==> config.mk <==
export PLATFORM = sky130hd
export DESIGN_NAME = html_entity_decode_collapse
export DESIGN_NICKNAME = d
export VERILOG_FILES = /design/src/hedc_pkg.sv /design/src/html_entity_decode_collapse.sv /design/src/hedc_fifo.sv /design/src/hedc_front.sv /design/src/hedc_back.sv
export SDC_FILE = /design/constraint.sdc
export NUM_CORES = 1
export LEC_CHECK = 0
export BUFFER_PORTS_ARGS = -buffer_cell sky130_fd_sc_hd__buf_2
export CORE_MARGIN = 2
export CORE_UTILIZATION = 50
export CTS_CLUSTER_SIZE = 10
export DETAILED_ROUTE_END_ITERATION = 8
export GPL_TIMING_DRIVEN = 0
export PLACE_DENSITY = 0.72
export SYNTH_ARGS = -nofsm -noshare
export SYNTH_HDL_FRONTEND = slang
export SYNTH_HIERARCHICAL = 1
export SYNTH_SLANG_ARGS = --single-unit
==> constraint.sdc <==
create_clock -name aclk -period 7.89 [get_ports aclk]
set_input_delay 0.789 -clock aclk [delete_from_list [all_inputs] [get_ports aclk]]
set_output_delay 0.789 -clock aclk [all_outputs]
set_load 0.1 [all_outputs]
==> src/hedc_pkg.sv <==
package hedc_pkg;

    // Character codes used by the entity matcher and the collapse stage
    localparam logic [7:0] CH_AMP   = 8'h26;  // '&'
    localparam logic [7:0] CH_HASH  = 8'h23;  // '#'
    localparam logic [7:0] CH_SEMI  = 8'h3B;  // ';'
    localparam logic [7:0] CH_PLUS  = 8'h2B;  // '+'
    localparam logic [7:0] CH_MINUS = 8'h2D;  // '-'
    localparam logic [7:0] CH_SPACE = 8'h20;  // ' '
    localparam logic [7:0] CH_ZERO  = 8'h30;  // '0'
    localparam logic [7:0] CH_NINE  = 8'h39;  // '9'
    localparam logic [7:0] CH_LT    = 8'h3C;  // '<'
    localparam logic [7:0] CH_GT    = 8'h3E;  // '>'
    localparam logic [7:0] CH_QUOT  = 8'h22;  // '"'

    // Numeric entities give a byte only below this value
    localparam logic [10:0] CODE_LIMIT = 11'd128;

    // Depth of the queue between decoder and collapse stage
    localparam int QUEUE_DEPTH = 4;

    // Named entity selector
    localparam logic [1:0] NM_AMP  = 2'd0;
    localparam logic [1:0] NM_LT   = 2'd1;
    localparam logic [1:0] NM_GT   = 2'd2;
    localparam logic [1:0] NM_QUOT = 2'd3;

    typedef struct packed {
        logic [7:0] in_byte;
        logic       text_end;
    } in_item_t;

    typedef struct packed {
        logic [7:0] out_byte;
        logic       byte_valid;
        logic       run_last;
        logic       string_end;
    } out_item_t;

    // One queue entry: a decoded byte headed for the collapse stage
    typedef struct packed {
        logic [7:0] data;
        logic       has_byte;   // 0: marker only, closes an item with no byte
        logic       item_last;  // last entry caused by this request
        logic       text_end;   // request carried the end of the text
    } q_entry_t;

    typedef enum logic [2:0] {
        MS_IDLE,
        MS_AMP,
        MS_NAMED,
        MS_NUM0,
        MS_NUM_WS,
        MS_NUM_SIGN,
        MS_NUM_DIG
    } match_state_t;

    typedef enum logic [1:0] {
        FE_TAKE,
        FE_REPLAY,
        FE_DIRECT
    } fe_state_t;

    function automatic logic is_space(input logic [7:0] c);
        return (c == 8'h20) || (c == 8'h09) || (c == 8'h0A) ||
               (c == 8'h0D) || (c == 8'h0C) || (c == 8'h0B);
    endfunction

    // First letter after '&' of a named entity
    function automatic logic name_hit(input logic [7:0] c);
        return (c == 8'h61) || (c == 8'h6C) || (c == 8'h67) || (c == 8'h71);
    endfunction

    function automatic logic [1:0] name_sel(input logic [7:0] c);
        logic [1:0] k;
        unique case (c)
            8'h6C:   k = NM_LT;
            8'h67:   k = NM_GT;
            8'h71:   k = NM_QUOT;
            default: k = NM_AMP;
        endcase
        return k;
    endfunction

    // Expected byte at position pos of the entity name; zero past its end
    function automatic logic [7:0] name_char(input logic [1:0] k, input logic [2:0] pos);
        logic [7:0] ch;
        ch = 8'h00;
        unique case (k)
            NM_AMP: begin
                unique case (pos)
                    3'd0:    ch = 8'h61;  // a
                    3'd1:    ch = 8'h6D;  // m
                    3'd2:    ch = 8'h70;  // p
                    3'd3:    ch = CH_SEMI;
                    default: ch = 8'h00;
                endcase
            end
            NM_LT: begin
                unique case (pos)
                    3'd0:    ch = 8'h6C;  // l
                    3'd1:    ch = 8'h74;  // t
                    3'd2:    ch = CH_SEMI;
                    default: ch = 8'h00;
                endcase
            end
            NM_GT: begin
                unique case (pos)
                    3'd0:    ch = 8'h67;  // g
                    3'd1:    ch = 8'h74;  // t
                    3'd2:    ch = CH_SEMI;
                    default: ch = 8'h00;
                endcase
            end
            NM_QUOT: begin
                unique case (pos)
                    3'd0:    ch = 8'h71;  // q
                    3'd1:    ch = 8'h75;  // u
                    3'd2:    ch = 8'h6F;  // o
                    3'd3:    ch = 8'h74;  // t
                    3'd4:    ch = CH_SEMI;
                    default: ch = 8'h00;
                endcase
            end
            default: ch = 8'h00;
        endcase
        return ch;
    endfunction

    function automatic logic [7:0] name_value(input logic [1:0] k);
        logic [7:0] v;
        unique case (k)
            NM_AMP:  v = CH_AMP;
            NM_LT:   v = CH_LT;
            NM_GT:   v = CH_GT;
            NM_QUOT: v = CH_QUOT;
            default: v = CH_AMP;
        endcase
        return v;
    endfunction

endpackage

==> src/html_entity_decode_collapse.sv <==
// Throughput: the decoder takes one request per cycle while the queue is not full; when an
// entity breaks it replays its held bytes at one per cycle while the queue has room; the
// collapse stage handles each queue entry, inserted space and request close in turn.
// Reset: aresetn (synchronous, active low) clears matcher, queue and output state;
// the held-byte store is not cleared.
module html_entity_decode_collapse
    import hedc_pkg::*;
#(
    parameter int HOLD_DEPTH = 16
) (
    input  logic      aclk,
    input  logic      aresetn,
    input  logic      s_valid,
    output logic      s_ready,
    input  in_item_t  s_data,
    output logic      m_valid,
    input  logic      m_ready,
    output out_item_t m_data
);

    q_entry_t q_in;
    q_entry_t q_head;
    logic     q_push;
    logic     q_full;
    logic     q_pop;
    logic     q_empty;

    // Entity decoder
    hedc_front #(
        .HOLD_DEPTH(HOLD_DEPTH)
    ) u_front (
        .aclk    (aclk),
        .aresetn (aresetn),
        .s_valid (s_valid),
        .s_ready (s_ready),
        .s_data  (s_data),
        .q_push  (q_push),
        .q_data  (q_in),
        .q_full  (q_full)
    );

    // Decoupling queue
    hedc_fifo u_fifo (
        .aclk      (aclk),
        .aresetn   (aresetn),
        .push      (q_push),
        .push_data (q_in),
        .full      (q_full),
        .pop       (q_pop),
        .head      (q_head),
        .empty     (q_empty)
    );

    // Whitespace collapse and result framing
    hedc_back u_back (
        .aclk    (aclk),
        .aresetn (aresetn),
        .q_head  (q_head),
        .q_empty (q_empty),
        .q_pop   (q_pop),
        .m_valid (m_valid),
        .m_ready (m_ready),
        .m_data  (m_data)
    );

endmodule

==> src/hedc_fifo.sv <==
module hedc_fifo
    import hedc_pkg::*;
(
    input  logic     aclk,
    input  logic     aresetn,
    input  logic     push,
    input  q_entry_t push_data,
    output logic     full,
    input  logic     pop,
    output q_entry_t head,
    output logic     empty
);

    localparam int PW = $clog2(QUEUE_DEPTH);
    localparam int CW = $clog2(QUEUE_DEPTH + 1);

    q_entry_t        slot_reg [QUEUE_DEPTH];
    logic [PW-1:0]   wr_ptr_reg, wr_ptr_next;
    logic [PW-1:0]   rd_ptr_reg, rd_ptr_next;
    logic [CW-1:0]   cnt_reg, cnt_next;

    assign full  = (cnt_reg == CW'(QUEUE_DEPTH));
    assign empty = (cnt_reg == '0);
    assign head  = slot_reg[rd_ptr_reg];

    // Pointer and fill count update
    always_comb begin
        wr_ptr_next = wr_ptr_reg;
        rd_ptr_next = rd_ptr_reg;
        cnt_next    = cnt_reg;
        if (push) begin
            wr_ptr_next = (wr_ptr_reg == PW'(QUEUE_DEPTH - 1)) ? '0 : wr_ptr_reg + 1'b1;
        end
        if (pop) begin
            rd_ptr_next = (rd_ptr_reg == PW'(QUEUE_DEPTH - 1)) ? '0 : rd_ptr_reg + 1'b1;
        end
        if (push && !pop) begin
            cnt_next = cnt_reg + 1'b1;
        end else if (pop && !push) begin
            cnt_next = cnt_reg - 1'b1;
        end
    end

    always_ff @(posedge aclk) begin
        if (!aresetn) begin
            wr_ptr_reg <= '0;
            rd_ptr_reg <= '0;
            cnt_reg    <= '0;
        end else begin
            wr_ptr_reg <= wr_ptr_next;
            rd_ptr_reg <= rd_ptr_next;
            cnt_reg    <= cnt_next;
        end
    end

    // Entry storage
    always_ff @(posedge aclk) begin
        if (push) begin
            slot_reg[wr_ptr_reg] <= push_data;
        end
    end

endmodule

==> src/hedc_front.sv <==
module hedc_front
    import hedc_pkg::*;
#(
    parameter int HOLD_DEPTH = 16
) (
    input  logic     aclk,
    input  logic     aresetn,
    input  logic     s_valid,
    output logic     s_ready,
    input  in_item_t s_data,
    output logic     q_push,
    output q_entry_t q_data,
    input  logic     q_full
);

    localparam int AW = $clog2(HOLD_DEPTH);
    localparam int CW = $clog2(HOLD_DEPTH + 1);

    fe_state_t     fst_reg, fst_next;
    match_state_t  mst_reg;
    logic [CW-1:0] cnt_reg;
    logic [6:0]    code_reg;
    logic          neg_reg;
    logic          big_reg;
    logic [1:0]    k_reg;
    logic [CW-1:0] idx_reg, idx_next;
    logic [CW-1:0] rep_last_reg;
    logic          dir_pend_reg;
    logic [7:0]    dir_byte_reg;
    logic          item_end_reg;
    logic [7:0]    rd_data_reg;
    logic [7:0]    hold_mem [HOLD_DEPTH];

    // Decision for the request at the input
    logic          accept;
    logic [7:0]    c;
    logic          e;
    logic          can_hold;
    logic          is_digit;
    logic          is_sign;
    logic [7:0]    exp_ch;
    logic [10:0]   dig_val;
    match_state_t  ms_upd;
    logic [CW-1:0] cnt_upd;
    logic [6:0]    code_upd;
    logic          neg_upd;
    logic          big_upd;
    logic [1:0]    k_upd;
    logic          hold_wr;
    logic          mism;
    logic          direct;
    logic [7:0]    dbyte;
    logic          replay;
    logic [CW-1:0] rep_last;
    logic          rep_done;
    logic [AW-1:0] rd_addr;

    assign c        = s_data.in_byte;
    assign e        = s_data.text_end;
    assign accept   = s_valid && s_ready;
    assign can_hold = (cnt_reg < CW'(HOLD_DEPTH));
    assign is_digit = (c >= CH_ZERO) && (c <= CH_NINE);
    assign is_sign  = (c == CH_PLUS) || (c == CH_MINUS);
    assign exp_ch   = name_char(k_reg, 3'(cnt_reg - 1'b1));
    assign dig_val  = {1'b0, code_reg, 3'b000} + {3'b000, code_reg, 1'b0} + {7'd0, c[3:0]};
    assign rep_done = (idx_reg == rep_last_reg);

    // Entity matcher: classify the byte against the current match state
    always_comb begin
        ms_upd   = mst_reg;
        cnt_upd  = cnt_reg;
        code_upd = code_reg;
        neg_upd  = neg_reg;
        big_upd  = big_reg;
        k_upd    = k_reg;
        hold_wr  = 1'b0;
        mism     = 1'b0;
        direct   = 1'b0;
        dbyte    = c;
        replay   = 1'b0;
        rep_last = cnt_reg - 1'b1;

        unique case (mst_reg)
            MS_IDLE: begin
                if (c == CH_AMP) begin
                    ms_upd   = MS_AMP;
                    cnt_upd  = CW'(1);
                    code_upd = '0;
                    neg_upd  = 1'b0;
                    big_upd  = 1'b0;
                end else begin
                    direct = 1'b1;
                end
            end
            MS_AMP: begin
                if (name_hit(c) && can_hold) begin
                    hold_wr = 1'b1;
                    cnt_upd = cnt_reg + 1'b1;
                    k_upd   = name_sel(c);
                    ms_upd  = MS_NAMED;
                end else if ((c == CH_HASH) && can_hold) begin
                    hold_wr = 1'b1;
                    cnt_upd = cnt_reg + 1'b1;
                    ms_upd  = MS_NUM0;
                end else begin
                    mism = 1'b1;
                end
            end
            MS_NAMED: begin
                if ((c == exp_ch) && (exp_ch != 8'h00)) begin
                    if (c == CH_SEMI) begin
                        ms_upd  = MS_IDLE;
                        cnt_upd = '0;
                        direct  = 1'b1;
                        dbyte   = name_value(k_reg);
                    end else if (can_hold) begin
                        hold_wr = 1'b1;
                        cnt_upd = cnt_reg + 1'b1;
                    end else begin
                        mism = 1'b1;
                    end
                end else begin
                    mism = 1'b1;
                end
            end
            MS_NUM0, MS_NUM_WS: begin
                if ((c == CH_SEMI) && (mst_reg == MS_NUM0)) begin
                    // bare "&#;" is dropped
                    ms_upd   = MS_IDLE;
                    cnt_upd  = '0;
                    code_upd = '0;
                end else if (is_space(c) && can_hold) begin
                    hold_wr = 1'b1;
                    cnt_upd = cnt_reg + 1'b1;
                    ms_upd  = MS_NUM_WS;
                end else if (is_sign && can_hold) begin
                    hold_wr = 1'b1;
                    cnt_upd = cnt_reg + 1'b1;
                    neg_upd = (c == CH_MINUS);
                    ms_upd  = MS_NUM_SIGN;
                end else if (is_digit && can_hold) begin
                    hold_wr = 1'b1;
                    cnt_upd = cnt_reg + 1'b1;
                    ms_upd  = MS_NUM_DIG;
                    if (!big_reg) begin
                        if (dig_val >= CODE_LIMIT) big_upd = 1'b1;
                        else code_upd = dig_val[6:0];
                    end
                end else begin
                    mism = 1'b1;
                end
            end
            MS_NUM_SIGN, MS_NUM_DIG: begin
                if (is_digit && can_hold) begin
                    hold_wr = 1'b1;
                    cnt_upd = cnt_reg + 1'b1;
                    ms_upd  = MS_NUM_DIG;
                    if (!big_reg) begin
                        if (dig_val >= CODE_LIMIT) big_upd = 1'b1;
                        else code_upd = dig_val[6:0];
                    end
                end else if ((c == CH_SEMI) && (mst_reg == MS_NUM_DIG)) begin
                    ms_upd   = MS_IDLE;
                    cnt_upd  = '0;
                    code_upd = '0;
                    neg_upd  = 1'b0;
                    big_upd  = 1'b0;
                    direct   = !neg_reg && !big_reg && (code_reg != '0);
                    dbyte    = {1'b0, code_reg};
                end else begin
                    mism = 1'b1;
                end
            end
            default: begin
                mism = 1'b1;
            end
        endcase

        // Mismatch: replay the held bytes, then rescan the byte from idle
        if (mism) begin
            replay   = 1'b1;
            rep_last = cnt_reg - 1'b1;
            code_upd = '0;
            neg_upd  = 1'b0;
            big_upd  = 1'b0;
            if ((c == CH_AMP) && !e) begin
                ms_upd  = MS_AMP;
                cnt_upd = CW'(1);
            end else begin
                direct  = 1'b1;
                dbyte   = c;
                ms_upd  = MS_IDLE;
                cnt_upd = '0;
            end
        end else if (e && (ms_upd != MS_IDLE)) begin
            // Unfinished entity at end of text goes out literally
            if (hold_wr) begin
                replay   = 1'b1;
                rep_last = cnt_reg;
            end else begin
                direct = 1'b1;
                dbyte  = c;
            end
        end

        // End of text: matcher returns to reset
        if (e) begin
            ms_upd   = MS_IDLE;
            cnt_upd  = '0;
            code_upd = '0;
            neg_upd  = 1'b0;
            big_upd  = 1'b0;
        end
    end

    // Sequencer next state
    always_comb begin
        fst_next = fst_reg;
        unique case (fst_reg)
            FE_TAKE: begin
                if (accept && replay) fst_next = FE_REPLAY;
            end
            FE_REPLAY: begin
                if (!q_full && rep_done) fst_next = dir_pend_reg ? FE_DIRECT : FE_TAKE;
            end
            FE_DIRECT: begin
                if (!q_full) fst_next = FE_TAKE;
            end
            default: fst_next = FE_TAKE;
        endcase
    end

    // Sequencer outputs: queue pushes and replay index
    always_comb begin
        s_ready  = 1'b0;
        q_push   = 1'b0;
        q_data   = '{data: dbyte, has_byte: direct, item_last: 1'b1, text_end: e};
        idx_next = idx_reg;
        unique case (fst_reg)
            FE_TAKE: begin
                s_ready  = !q_full;
                q_push   = accept && !replay;
                idx_next = '0;
            end
            FE_REPLAY: begin
                q_push = !q_full;
                q_data = '{data: (idx_reg == '0) ? CH_AMP : rd_data_reg,
                           has_byte: 1'b1,
                           item_last: rep_done && !dir_pend_reg,
                           text_end: rep_done && !dir_pend_reg && item_end_reg};
                if (!q_full) idx_next = idx_reg + 1'b1;
            end
            FE_DIRECT: begin
                q_push = !q_full;
                q_data = '{data: dir_byte_reg, has_byte: 1'b1, item_last: 1'b1,
                           text_end: item_end_reg};
            end
            default: begin
                s_ready = 1'b0;
            end
        endcase
    end

    // Read address one step ahead so the registered read data tracks idx_reg
    assign rd_addr = (idx_next < CW'(HOLD_DEPTH)) ? idx_next[AW-1:0] : '0;

    always_ff @(posedge aclk) begin
        if (!aresetn) begin
            fst_reg      <= FE_TAKE;
            mst_reg      <= MS_IDLE;
            cnt_reg      <= '0;
            code_reg     <= '0;
            neg_reg      <= 1'b0;
            big_reg      <= 1'b0;
            idx_reg      <= '0;
            dir_pend_reg <= 1'b0;
        end else begin
            fst_reg <= fst_next;
            idx_reg <= idx_next;
            if (accept) begin
                mst_reg      <= ms_upd;
                cnt_reg      <= cnt_upd;
                code_reg     <= code_upd;
                neg_reg      <= neg_upd;
                big_reg      <= big_upd;
                dir_pend_reg <= direct;
            end
        end
    end

    // Request side payload
    always_ff @(posedge aclk) begin
        if (accept) begin
            k_reg        <= k_upd;
            rep_last_reg <= rep_last;
            dir_byte_reg <= dbyte;
            item_end_reg <= e;
        end
    end

    // Held entity bytes; slot zero is never written, the replay supplies '&' in its place
    always_ff @(posedge aclk) begin
        if (accept && hold_wr) begin
            hold_mem[cnt_reg[AW-1:0]] <= c;
        end
        rd_data_reg <= hold_mem[rd_addr];
    end

endmodule

==> src/hedc_back.sv <==
module hedc_back
    import hedc_pkg::*;
(
    input  logic      aclk,
    input  logic      aresetn,
    input  q_entry_t  q_head,
    input  logic      q_empty,
    output logic      q_pop,
    output logic      m_valid,
    input  logic      m_ready,
    output out_item_t m_data
);

    logic      out_valid_reg, out_valid_next;
    out_item_t out_data_reg, out_data_next;
    logic      stg_valid_reg, stg_valid_next;
    logic [7:0] stg_byte_reg, stg_byte_next;
    logic      close_reg, close_next;
    logic      close_end_reg, close_end_next;
    logic      space_reg, space_next;
    logic      emitted_reg, emitted_next;

    logic      out_free;
    logic      head_text;

    assign out_free  = !out_valid_reg || m_ready;
    assign head_text = q_head.has_byte && !is_space(q_head.data);
    assign m_valid   = out_valid_reg;
    assign m_data    = out_data_reg;

    // Collapse whitespace; the newest byte waits in a stage until the next
    // byte or the closing step tells whether it ends its request
    always_comb begin
        out_valid_next = out_valid_reg;
        out_data_next  = out_data_reg;
        stg_valid_next = stg_valid_reg;
        stg_byte_next  = stg_byte_reg;
        close_next     = close_reg;
        close_end_next = close_end_reg;
        space_next     = space_reg;
        emitted_next   = emitted_reg;
        q_pop          = 1'b0;

        if (out_valid_reg && m_ready) out_valid_next = 1'b0;

        if (close_reg) begin
            // Close the request: mark the last result, or send a bare end
            if (stg_valid_reg || close_end_reg) begin
                if (out_free) begin
                    out_valid_next = 1'b1;
                    out_data_next  = '{out_byte: stg_valid_reg ? stg_byte_reg : 8'h00,
                                       byte_valid: stg_valid_reg,
                                       run_last: 1'b1,
                                       string_end: close_end_reg};
                    stg_valid_next = 1'b0;
                    close_next     = 1'b0;
                    if (close_end_reg) begin
                        space_next   = 1'b0;
                        emitted_next = 1'b0;
                    end
                end
            end else begin
                close_next = 1'b0;
            end
        end else if (!q_empty) begin
            if (head_text) begin
                // A pending space goes out first, the byte on the next step
                if (!stg_valid_reg || out_free) begin
                    if (stg_valid_reg) begin
                        out_valid_next = 1'b1;
                        out_data_next  = '{out_byte: stg_byte_reg, byte_valid: 1'b1,
                                           run_last: 1'b0, string_end: 1'b0};
                    end
                    stg_valid_next = 1'b1;
                    if (space_reg) begin
                        stg_byte_next = CH_SPACE;
                        space_next    = 1'b0;
                    end else begin
                        stg_byte_next  = q_head.data;
                        emitted_next   = 1'b1;
                        q_pop          = 1'b1;
                        close_next     = q_head.item_last;
                        close_end_next = q_head.text_end;
                    end
                end
            end else begin
                // Whitespace or marker only
                q_pop          = 1'b1;
                close_next     = q_head.item_last;
                close_end_next = q_head.text_end;
                if (q_head.has_byte && emitted_reg) space_next = 1'b1;
            end
        end
    end

    always_ff @(posedge aclk) begin
        if (!aresetn) begin
            out_valid_reg <= 1'b0;
            stg_valid_reg <= 1'b0;
            close_reg     <= 1'b0;
            close_end_reg <= 1'b0;
            space_reg     <= 1'b0;
            emitted_reg   <= 1'b0;
        end else begin
            out_valid_reg <= out_valid_next;
            stg_valid_reg <= stg_valid_next;
            close_reg     <= close_next;
            close_end_reg <= close_end_next;
            space_reg     <= space_next;
            emitted_reg   <= emitted_next;
        end
    end

    always_ff @(posedge aclk) begin
        out_data_reg <= out_data_next;
        stg_byte_reg <= stg_byte_next;
    end

endmodule

==> results.md <==
* Hold/Removal Path Class: reg -> reg
* Die W at 163.1 µm
* Synth area leader: edfxtp_1
* Fin crit period at 5488 ps
* VDD IR max at 0.1985 mV
* Synth warnings at 6
* Fin. Hold Viols at 0
* Critical Path RT at 8370 ps
* Vias in the first global route at 8553
* Startpoint Class: flip-flop
* CP endpoint kind: flip-flop
* IO buf count at 25
* Crit Reg-Reg Endpoint: u_fifo/cnt_reg[2]$_SDFFE_PN0P_
* Nets@finish at 1164
* Total power at 3.423 mW
* Netlist Area Pre-Place at 12660 µm²
* WL per Instance at 20.42 µm
* Final Cell Area at 14080 µm²
* Max reg flops at 128
* Wire length of the first global-routing pass at 46860 µm
* Post-synthesis register bit count at 255
* Root Buffer: clkbuf_16
* # hold bufs at CTS at 0
* Final WS setup at 2402 ps
* Most used cell, CP: ha_1
* Fin Clk Skew at 18.99 ps
* Max Slew Vio Count at 0
* Final period util at 69.55%
* Post-synth ARST share at 0%
* Antenna Cells at 0
* DRC at 0
* Hold Crit Start: u_back/emitted_reg$_SDFFE_PN0P_
* Clock transition at the registers of the reported paths at 60 ps
* Synthesized Nets at 1107
* Finished Layout Cells at 1465
* Iteration-0 DRC Markers at 1058
* Top post-synthesis cells by count: 207 x edfxtp_1, 94 x nand2_1, 56 x nor2_1, 48 x dfxtp_1, 46 x a21oi_1
* RSZ-0062 raised after global routing: no
* Slowest stage cell, crit path: dfxtp_1
* Crit Path Max Fanout at 12
* DR pass1 iterations at 5
* Via count at 8902
* Clk_lat worst skew at 550 ps
* Total I/O pin count at 26
* Status: finished clean
* Final setup TNS at 0 ps
* Die area at 26620 µm²
* Share of cells above drive strength 1 at 11.72%
* Reg2reg start: u_front/cnt_reg[0]$_SDFFE_PN0P_
* Cell Pwr Density at 243.1 nW/µm²
* Largest net degree at the start of global routing at 26
* Total GRT Usage at 22.60%
* DIE HEIGHT at 163.1 µm
* Top post-synthesis cells by area: edfxtp_1 49%, dfxtp_1 7.6%, ha_1 3.7%
* Detailed placement HPWL at 20770 µm
* Cell Rows at 58
* Worst EP arrival at 5960 ps
* Most common cell in the netlist: edfxtp_1
* Setup bufs post-CTS at 0
* CTS sink cnt at 255
* Clock Path Buffers at 3
* Hold Crit Depth at 2
* Global placement routability congestion at 0.9335
* Placed Instances at 1409
* Area grow syn2layout at 11.19%
* CTS H-Tree Depth at 1
* GRT overflow at 0
* Seq/Total Area, Yosys at 56.67%
* Top-area cell type share of the netlist area at 49.09%
* Final WL at 29910 µm
* Cells after Synth at 1054
* Post-Place Cell Area at 13200 µm²
* Post-layout util at 56.24%
* Routed Antenna Nets at 0
* Worst slew margin at 11.38%
* Worst slew pin tran at 1319 ps
* TritonCTS Buffers at 30
* Syn_area_per_cell at 12.01 µm²
* Vias per cell at 6.076
* Final setup fails at 0
* MaxCap Viol Count at 0
* Worst Hold Slack at 485.8 ps
* Worst path cell trace: inv_1 > ha_1 > ha_1 > buf_6 > or2b_2 > a31oi_1 > a22oi_1 > a211oi_2 > and4_4 > a21oi_2 > nor2_1 > a32oi_1 > nor2_1 > ha_1 > inv_1 > fa_1 > xor2_1 > or3_1 > a21boi_1
* Post-synth EDFFs at 207
* Prevailing post-synth register cell: edfxtp_1
* Lkg Pwr at 4.965 nW
* Worst path max stage delay at 610 ps
* Dpl ws at 2511 ps
* CTS tree: done
* Synth unique cells at 103
* Post-CTS sizing at 0
* Starting density of the core at 50.58%
* Fmax at 182.2 MHz
* WHS Endpoint: u_back/emitted_reg$_SDFFE_PN0P_
* R2r setup slk at 2400 ps
* Setup Crit Path Kind: reg -> reg
* Initial antenna violation count at 0
* Worst r2r path cells at 19
* Core region area at 25040 µm²
-- placed cells by master, fill, tap and decap left out, types with 5 or more instances in the layout --
cell and instances:
a211oi_1 27, a21o_1 10, a21oi_1 46, a221oi_1 5, a22o_1 8, a31oi_1 20
and2_0 5, and2_1 34, and3_1 6, buf_2 34, buf_4 5, clkbuf_1 56
clkbuf_16 31, dfxtp_1 48, edfxtp_1 207, ha_1 37, inv_1 36, mux2i_1 38
mux4_2 16, nand2_1 94, nand2b_1 14, nand3_1 22, nand4_1 13, nor2_1 56
nor2b_1 22, nor3_1 24, nor4_1 7, o211ai_1 6, o21a_1 6, o21ai_0 39
o22ai_1 18, xnor2_1 11
-- logic make-up (layout without fill, tap and decap cells) --
| group | count (synthesis) | in the layout | share of synthesized area, % |
|---|---|---|---|
| and+or+nand+nor | 334 | 334 | 13.83 |
| AOI/OAI and AO/OA | 261 | 261 | 14.99 |
| DFF | 255 | 255 | 56.67 |
| buffers and inverters | 93 | 174 | 3.191 |
| muxes | 56 | 56 | 6.146 |
| adders and majority gates | 40 | 40 | 4.130 |
| xor gates and xnor gates | 15 | 15 | 1.037 |
-- how the worst max path moves through the flow --
| stage | slack [ps] | from | cells after the start | endpoint |
|---|---|---|---|---|
| CTS | 2480 | u_front/cnt_reg[0]$_SDFFE_PN0P_ | 19 | u_fifo/cnt_reg[2]$_SDFFE_PN0P_ |
| global placement | 2540 | u_front/cnt_reg[0]$_SDFFE_PN0P_ | 19 | u_fifo/cnt_reg[2]$_SDFFE_PN0P_ |
| detailed placement | 2510 | u_front/cnt_reg[0]$_SDFFE_PN0P_ | 19 | u_fifo/cnt_reg[2]$_SDFFE_PN0P_ |
| floorplan | 2830 | u_front/fst_reg[0]$_SDFFE_PN0P_ | 14 | u_fifo/cnt_reg[2]$_SDFFE_PN0P_ |
| global route | 2090 | u_front/cnt_reg[0]$_SDFFE_PN0P_ | 19 | u_fifo/cnt_reg[2]$_SDFFE_PN0P_ |
| finish | 2400 | u_front/cnt_reg[0]$_SDFFE_PN0P_ | 19 | u_fifo/cnt_reg[2]$_SDFFE_PN0P_ |
-- layout make-up --
cell class,instances,area [µm²]
flip-flops and latches,255,7177
multi-input cells,706,5082
repair buffers,25,125.1
plain buffers,55,261.5
clock inverters,3,20.02
well taps,330,412.9
inverters,38,142.6
fillers,2072,10960
clock buffers,53,858.3
-- where the power goes --
| group | internal (mW) | total, mW | switching [mW] |
|---|---|---|---|
| Clock | 0.729 | 1.24 | 0.508 |
| Sequential | 1.58 | 1.62 | 0.0418 |
| Combinational | 0.176 | 0.565 | 0.389 |
| Total | 2.48 | 3.42 | 0.939 |
-- worst max-delay path, delay by kind of cell, from the launching register on --
kind / cells / cell delay, ps
adder cells (fa/ha/maj): 4 / 1380
flip-flops: 1 / 610
XOR/XNOR: 1 / 160
AND/OR/NAND/NOR: 5 / 1660
buffers and inverters: 3 / 500
AO/OA/AOI/OAI: 6 / 1090
-- routing by layer --
metal	wire length, µm	GRT usage (%)
met1	12980	30.61
met2	14500	37.94
met3	1768	2.971
met4	669	7.281
met5	0	0
Power figures use the tool's default switching activity.
